==> src/rtl/scpf_pkg.sv <==
`timescale 1ns / 1ps
// ----------------------------------------------------------------------------
// scpf_pkg
// Shared constants, codes and controller/datapath interface types of the
// scanline polygon span fill unit.
// ----------------------------------------------------------------------------
package scpf_pkg;

  localparam int MAX_EDGES     = 32;
  localparam int NUM_SCANLINES = 1024;
  localparam int FRAC_BITS     = 16;
  localparam int MAX_SPANS     = 16;

  localparam int COORD_W    = 10;
  localparam int LINE_W     = COORD_W + 1;
  localparam int X_BITS     = 11 + FRAC_BITS;
  localparam int QN_W       = COORD_W + FRAC_BITS;
  localparam int EDGE_IDX_W = $clog2(MAX_EDGES);
  localparam int CNT_W      = EDGE_IDX_W + 1;
  localparam int SPAN_W     = $clog2(MAX_SPANS);
  localparam int DIV_CNT_W  = $clog2(QN_W);

  // input command codes
  typedef enum logic [1:0] {
    CMD_VERTEX = 2'd0,
    CMD_CLOSE  = 2'd1,
    CMD_FILL   = 2'd2,
    CMD_CLEAR  = 2'd3
  } cmd_t;

  // kind of result the datapath places on the output
  typedef enum logic [1:0] {
    EMIT_ACK  = 2'd0,
    EMIT_PAST = 2'd1,
    EMIT_SPAN = 2'd2
  } emit_t;

  // edge endpoint selection
  typedef enum logic {
    SEL_PREV_TO_NEW   = 1'b0,
    SEL_NEW_TO_FIRST  = 1'b1
  } edge_sel_t;

  // controller to datapath commands
  typedef struct packed {
    logic      latch;
    logic      clear;
    edge_sel_t edge_sel;
    logic      set_full;
    logic      div_start;
    logic      edge_write;
    logic      vtx_update;
    logic      scan_step;
    logic      line_adv;
    logic      emit;
    emit_t     emit_kind;
  } dp_cmd_t;

  // datapath to controller status
  typedef struct packed {
    logic vertex_seen;
    logic close_cmd;
    logic horiz;
    logic full;
    logic div_busy;
    logic past_top;
    logic no_edges;
    logic scan_last;
    logic emit_last;
  } dp_stat_t;

endpackage

==> src/rtl/scpf_ctrl.sv <==
`timescale 1ns / 1ps
// ----------------------------------------------------------------------------
// scpf_ctrl
// Controller state machine: sequences edge storage, vertex update, clear, scanline
// scan and span emission over the datapath.
// ----------------------------------------------------------------------------
module scpf_ctrl (
  input  logic               clk,
  input  logic               rst,
  input  logic               start,
  input  logic [1:0]         command,
  input  scpf_pkg::dp_stat_t stat,
  output scpf_pkg::dp_cmd_t  cmd,
  output logic               busy
);

  typedef enum logic [3:0] {
    S_IDLE,
    S_E_SETUP,
    S_E_DIV,
    S_E_WRITE,
    S_V_UPD,
    S_CLEAR,
    S_ACK,
    S_F_CHECK,
    S_F_SCAN,
    S_F_LINE,
    S_F_EMIT
  } state_t;

  state_t state, state_next;
  logic   second, second_next;

  assign busy = (state != S_IDLE);

  // next state and datapath commands
  always_comb begin
    state_next    = state;
    second_next   = second;
    cmd           = '0;
    cmd.edge_sel  = second ? scpf_pkg::SEL_NEW_TO_FIRST : scpf_pkg::SEL_PREV_TO_NEW;
    cmd.emit_kind = scpf_pkg::EMIT_ACK;
    unique case (state)
      S_IDLE: begin
        if (start) begin
          cmd.latch   = 1'b1;
          second_next = 1'b0;
          priority case (command)
            scpf_pkg::CMD_CLEAR: state_next = S_CLEAR;
            scpf_pkg::CMD_FILL:  state_next = S_F_CHECK;
            default:             state_next = stat.vertex_seen ? S_E_SETUP : S_V_UPD;
          endcase
        end
      end
      S_E_SETUP: begin
        if (!stat.horiz && !stat.full) begin
          cmd.div_start = 1'b1;
          state_next    = S_E_DIV;
        end else begin
          cmd.set_full = !stat.horiz;
          state_next   = second ? S_ACK : S_V_UPD;
        end
      end
      S_E_DIV: begin
        if (!stat.div_busy) begin
          state_next = S_E_WRITE;
        end
      end
      S_E_WRITE: begin
        cmd.edge_write = 1'b1;
        state_next     = second ? S_ACK : S_V_UPD;
      end
      S_V_UPD: begin
        cmd.vtx_update = 1'b1;
        if (stat.close_cmd) begin
          second_next = 1'b1;
          state_next  = S_E_SETUP;
        end else begin
          state_next = S_ACK;
        end
      end
      S_CLEAR: begin
        cmd.clear  = 1'b1;
        state_next = S_ACK;
      end
      S_ACK: begin
        cmd.emit   = 1'b1;
        state_next = S_IDLE;
      end
      S_F_CHECK: begin
        if (stat.past_top) begin
          cmd.emit      = 1'b1;
          cmd.emit_kind = scpf_pkg::EMIT_PAST;
          state_next    = S_IDLE;
        end else if (stat.no_edges) begin
          state_next = S_F_LINE;
        end else begin
          state_next = S_F_SCAN;
        end
      end
      S_F_SCAN: begin
        cmd.scan_step = 1'b1;
        if (stat.scan_last) begin
          state_next = S_F_LINE;
        end
      end
      S_F_LINE: begin
        cmd.line_adv = 1'b1;
        state_next   = S_F_EMIT;
      end
      S_F_EMIT: begin
        cmd.emit      = 1'b1;
        cmd.emit_kind = scpf_pkg::EMIT_SPAN;
        if (stat.emit_last) begin
          state_next = S_IDLE;
        end
      end
      default: state_next = S_IDLE;
    endcase
  end

  // state register
  always_ff @(posedge clk) begin
    if (rst) begin
      state  <= S_IDLE;
      second <= 1'b0;
    end else begin
      state  <= state_next;
      second <= second_next;
    end
  end

endmodule

==> config.mk <==
export PLATFORM = sky130hd
export DESIGN_NAME = scpf_ctrl
export DESIGN_NICKNAME = d
export VERILOG_FILES = /design/src/rtl/scpf_pkg.sv /design/src/rtl/scpf_ctrl.sv
export SDC_FILE = /design/constraint.sdc
export NUM_CORES = 1
export LEC_CHECK = 0
export ABC_AREA = 1
export ABC_CLOCK_PERIOD_IN_PS = 3600
export BUFFER_PORTS_ARGS = -buffer_cell sky130_fd_sc_hd__buf_4
export CAP_MARGIN = 20
export CORE_AREA = 2 2 39 41
export DETAILED_ROUTE_END_ITERATION = 12
export DIE_AREA = 0 0 41 43
export PLACE_DENSITY = 0.77
export SETUP_SLACK_MARGIN = 0.4
export SYNTH_ARGS = -nofsm -noshare
export SYNTH_HDL_FRONTEND = slang
export SYNTH_SLANG_ARGS = --single-unit
==> constraint.sdc <==
create_clock -name clk -period 3.6 [get_ports clk]
set_input_delay 0.36 -clock clk [delete_from_list [all_inputs] [get_ports clk]]
set_output_delay 0.36 -clock clk [all_outputs]
set_load 0.05 [all_outputs]
Yosys cells after proc, flatten, opt, wreduce, memory -nomap -nowiden
Cells that the tools add are included.
{ "word_totals": {"ff_bits": 5, "inputBits": 14, "wordCells": 57} }
{ "op_classes": {"eq_ne": 17, "n_mux": 29, "n_reduce_logical": 9} }
{ "op_table": {"columns": ["operator", "n"], "rows": [
  ["$pmux 4 s10", 1],
  ["$mux 4", 5],
  ["$eq 4x3->1 const B", 4],
  ["$mux 1", 13],
  ["$eq 4x4->1 const B", 3],
  ["$mux 3", 4],
  ["$ne 2x2->1 const B", 5],
  ["$eq 4x2->1 const B", 2],
  ["$pmux 3 s2", 1],
  ["$eq 2x2->1 const B", 2],
  ["$eq 4x1->1 const B", 1],
  ["$logic_not 4->1", 1],
  ["$mux 2", 2],
  ["$pmux 1 s2", 2],
  ["$pmux 2 s2", 1],
  ["$reduce_and 4->1", 1],
  ["$reduce_bool 4->1", 1],
  ["$reduce_and 3->1", 1],
  ["$logic_not 1->1", 2],
  ["$reduce_bool 2->1", 1],
  ["$reduce_or 2->1", 1],
  ["$logic_and 1x1->1", 1]
]} }

Logic depth before layout (Yosys ltp)
{ "depth": {"depth_word": 4, "ltp_mapped": 8} }

Worst setup path after synthesis
No wires, ideal clock.
{ "synth_timing": {"kind": "reg-to-output", "from": "register state[2]", "to": "output cmd[8] (netlist name)", "t_arrival_ns": 1.838, "path_slack_ns": 1.402, "path_stages_with_launch": 4, "path_buffers": 0, "cell_sequence": "dfxtp_1 nor2_2 nand2_1 nor3b_1"} }
{ "synth_rtl": {"columns": ["element", "line_no", "source"], "rows": [
  ["start, declared", "scpf_ctrl.sv:31", "state_t state, state_next;"],
  ["start signal, assigned", "scpf_ctrl.sv:128", "state <= state_next;"],
  ["end, declared", "scpf_ctrl.sv:13", "output scpf_pkg::dp_cmd_t cmd,"]
]} }

==> impl_metrics.prom <==
# TYPE chip_impl_metric gauge
chip_impl_info{name="run_status",value="completed"} 1
chip_impl_metric{name="internal_power",unit="mW"} 0.243
chip_impl_info{name="worstSetupPathType",value="flop to primary output"} 1
chip_impl_metric{name="slew_viol_final",unit=""} 0
chip_impl_metric{name="drc",unit=""} 0
chip_impl_metric{name="critical_path.n_buffers_inverters",unit=""} 2
chip_impl_metric{name="grt_antenna_before_repair",unit=""} 0
chip_impl_info{name="post-synth-top-area-cell",value="sky130_fd_sc_hd__dfxtp_1"} 1
chip_impl_metric{name="timing.critical_path.arrival",unit="ns"} 1.44
chip_impl_metric{name="use_met2",unit=""} 0.250
chip_impl_metric{name="cell_count_after_synthesis",unit=""} 90
chip_impl_info{name="path_cells",value="inv_2, nor2_1, nand2_1, o21ai_0, buf_4"} 1
chip_impl_metric{name="clockPowerShare",unit=""} 0.114
chip_impl_metric{name="synth_sequential_area_ratio",unit=""} 0.194
chip_impl_metric{name="track_usage",unit=""} 0.174
chip_impl_metric{name="finish.net_count",unit=""} 133
chip_impl_metric{name="crit_fanout",unit=""} 4
chip_impl_metric{name="tightest_slew",unit="ns"} 0.279
chip_impl_metric{name="drt-initial-drc-count",unit=""} 16
chip_impl_info{name="post_synth_main_area_contributors",value="sky130_fd_sc_hd__dfxtp_1 (19%), sky130_fd_sc_hd__nor2_1 (15%), sky130_fd_sc_hd__nand2_1 (14%)"} 1
chip_impl_metric{name="sequentialPowerShare",unit=""} 0.176
chip_impl_info{name="grt_setup_unrepaired",value="false"} 1
chip_impl_metric{name="p_leak",unit="nW"} 0.401
chip_impl_info{name="worst_path_dominant_cell_family",value="flip-flops"} 1
chip_impl_info{name="leading_cell_type_in_the_layout_fill_and_taps_excluded",value="sky130_fd_sc_hd__buf_4"} 1
chip_impl_metric{name="slew_headroom",unit=""} 0.814
chip_impl_metric{name="synth_simple_gate_area_frac",unit=""} 0.508
chip_impl_metric{name="portion_of_the_clock_cycle_consumed_by_the_worst_path_in_the_final_layout",unit=""} 0.501
chip_impl_metric{name="overflow",unit=""} 0
chip_impl_metric{name="initial_core_util",unit=""} 0.373
chip_impl_metric{name="comb_power_share",unit=""} 0.710
chip_impl_metric{name="first_global_vias",unit=""} 518
chip_impl_metric{name="synth_compound_gate_area_share",unit=""} 0.153
chip_impl_metric{name="overall_die_height",unit="um"} 43
chip_impl_metric{name="power_switching",unit="mW"} 0.324
chip_impl_metric{name="area_growth_syn_to_layout",unit="%"} 43.8
chip_impl_metric{name="post_synth_xor_area_fraction",unit=""} 0
chip_impl_metric{name="clock_insertion_delay_worst_skew",unit="ns"} 0.24
chip_impl_metric{name="synth.distinct_cells",unit=""} 23
chip_impl_metric{name="finalWeightedCongestion",unit=""} 0.780
chip_impl_metric{name="synth.area.mux_share",unit=""} 0
chip_impl_metric{name="cts_buffers",unit=""} 3
chip_impl_info{name="tritoncts",value="built"} 1
chip_impl_metric{name="insertedDiodeCount",unit=""} 0
chip_impl_info{name="grt-busiest-layer",value="met1"} 1
chip_impl_metric{name="longest_clk_path_bufs",unit=""} 2
chip_impl_metric{name="setup_viol_count_final",unit=""} 0
chip_impl_metric{name="synth_top_cell_area_share",unit=""} 0.194
chip_impl_metric{name="std_cell_rows",unit=""} 14
chip_impl_metric{name="fp.dieW",unit="um"} 41
chip_impl_info{name="synth_top_family_by_area",value="simple AND/OR/NAND/NOR gates"} 1
chip_impl_metric{name="clock_skew",unit="ns"} 0.00141
chip_impl_info{name="cts_root_buffer",value="sky130_fd_sc_hd__clkbuf_4"} 1
chip_impl_metric{name="synthesis.nets",unit=""} 104
chip_impl_metric{name="post_drt_via_cell_ratio",unit=""} 4.66
chip_impl_info{name="setup.worst_path.end_class",value="primary output"} 1
chip_impl_info{name="class_of_the_worst_hold_path",value="input port to flop"} 1
chip_impl_metric{name="power_per_cell_area",unit="mW/mm2"} 763
chip_impl_metric{name="hold_violations",unit=""} 0
chip_impl_metric{name="first_pass_grt_wire_length",unit="mm"} 2.13
chip_impl_metric{name="ys_warn_count",unit=""} 0
chip_impl_metric{name="syn_area",unit="um2"} 517
chip_impl_metric{name="core_area",unit="mm2"} 0.00138
chip_impl_metric{name="pin_count",unit=""} 27
chip_impl_metric{name="syn-mean-instance-area",unit="um2"} 5.74
chip_impl_metric{name="synthAdderAreaFrac",unit=""} 0
chip_impl_metric{name="antenna_violating_nets_post_route",unit=""} 0
chip_impl_metric{name="grt_start_max_net_pins",unit=""} 8
chip_impl_metric{name="layout.filler_cells",unit=""} 148
chip_impl_metric{name="detailroute.via_count",unit=""} 624
chip_impl_metric{name="cts_max_level",unit=""} 1
chip_impl_metric{name="detail_route.wl_per_cell",unit="um"} 9.81
chip_impl_metric{name="period_needed",unit="ns"} 1.80
chip_impl_metric{name="required",unit="ns"} 3.24
chip_impl_metric{name="power_after_layout",unit="mW"} 0.567
chip_impl_metric{name="layout-drive-gt1-share",unit=""} 0.398
chip_impl_metric{name="design.die.area",unit="mm2"} 0.00176
chip_impl_metric{name="final.setup.tns",unit="ns"} 0
chip_impl_metric{name="clkSlewWorstSetupHoldPaths",unit="ns"} 0.04
chip_impl_metric{name="number_of_port_buffers",unit=""} 26
chip_impl_metric{name="use_met3",unit=""} 0.0314
chip_impl_metric{name="power_switching_share",unit=""} 0.572
chip_impl_metric{name="post_cts_repair_resize_count",unit=""} 0
chip_impl_metric{name="achievable-frequency",unit="MHz"} 555
chip_impl_metric{name="detailedPlacementHpwl",unit="mm"} 1.16
chip_impl_metric{name="cap_viol_max_count",unit=""} 0
chip_impl_info{name="startpoint_type",value="flop"} 1
chip_impl_metric{name="max-vdd-ir-drop",unit="mV"} 0.373
chip_impl_metric{name="holdBufCountCts",unit=""} 0
chip_impl_metric{name="critical-path-max-stage-delay",unit="ns"} 0.41
chip_impl_info{name="layout.cells.most_common_list",value="sky130_fd_sc_hd__buf_4 (26), sky130_fd_sc_hd__nor2_1 (20), sky130_fd_sc_hd__nand2_1 (19)"} 1
chip_impl_metric{name="cts_setup_buffers",unit=""} 0
chip_impl_metric{name="ys_ff_latch",unit=""} 5
chip_impl_metric{name="drt_pass1_iterations",unit=""} 4
chip_impl_metric{name="cts_num_sinks",unit=""} 5
chip_impl_metric{name="use_met1",unit=""} 0.251
chip_impl_metric{name="drt-total-wl",unit="mm"} 1.32
chip_impl_info{name="cp_slowest_cell",value="sky130_fd_sc_hd__dfxtp_1"} 1
[sequential cells by signal, summed over array words and instances (netlist names)]
name	flops
second	1
state	4
[cell type report]
cell class	instances	area [um2]	area share
timing repair buffer	26	195	0.263
multi-input combinational	67	342	0.460
sequential	5	100	0.135
tap	16	20.0	0.0269
clock buffer	4	26.3	0.0354
inverter	16	60.1	0.0808
[stage by stage]
stage	hold WS [ns]	utilization	std cells	setup WS, ns	instance area, um2
floorplan	0.422	-	90	1.40	517
global placement	0.495	0.518	130	2.06	717
detailed placement	0.503	0.518	130	2.06	717
CTS	0.307	0.537	134	1.79	743
global route	0.305	0.537	134	1.63	743
finish	0.314	0.537	134	1.80	743
[power by group through the flow]
stage,sequential [mW],combinational [mW],clock [mW]
final,0.0999,0.402,0.0645
after global routing,0.104,0.442,0.0736
after CTS,0.0998,0.404,0.0679
after detailed placement,0.101,0.403,0
after global placement,0.0991,0.402,0
after floorplan,0.0962,0.316,0
[worst paths after layout]
check / to / from / slack [ns] / cells past startpoint
max reg2reg: state[3] / state[3] / 2.29 / 7
min reg2reg: second / second / 0.50 / 2
min: state[1] / rst / 0.31 / 2
max: cmd[2] / state[2] / 1.80 / 5
[per-layer routing]
layer  vias up  part of all wire
li1        340                 -
met1       263              0.48
met2        19              0.46
met3         2             0.046
met4         0             0.011
met5         -                 0
[synth_stat cells]
cell and count:
sky130_fd_sc_hd__a211oi_1 1, sky130_fd_sc_hd__a21oi_1 1, sky130_fd_sc_hd__a21oi_2 2, sky130_fd_sc_hd__buf_4 2, sky130_fd_sc_hd__dfxtp_1 5, sky130_fd_sc_hd__inv_1 10, sky130_fd_sc_hd__inv_2 6, sky130_fd_sc_hd__nand2_1 19
sky130_fd_sc_hd__nand2_2 2, sky130_fd_sc_hd__nand3_1 4, sky130_fd_sc_hd__nand3b_1 1, sky130_fd_sc_hd__nand4_1 2, sky130_fd_sc_hd__nor2_1 20, sky130_fd_sc_hd__nor2_2 4, sky130_fd_sc_hd__nor2_4 1, sky130_fd_sc_hd__nor3_1 2
sky130_fd_sc_hd__nor3_2 1, sky130_fd_sc_hd__nor3b_1 1, sky130_fd_sc_hd__o211ai_1 1, sky130_fd_sc_hd__o21ai_0 2, sky130_fd_sc_hd__o21ai_2 1, sky130_fd_sc_hd__o21ai_4 1, sky130_fd_sc_hd__o22ai_1 1
[cells by family after synthesis]
logic type,after synthesis
AOI/OAI and AO/OA,10
buffers and inverters,18
DFF,5
and+or+nand+nor,57
No activity file was read; power rests on OpenSTA's default activity.
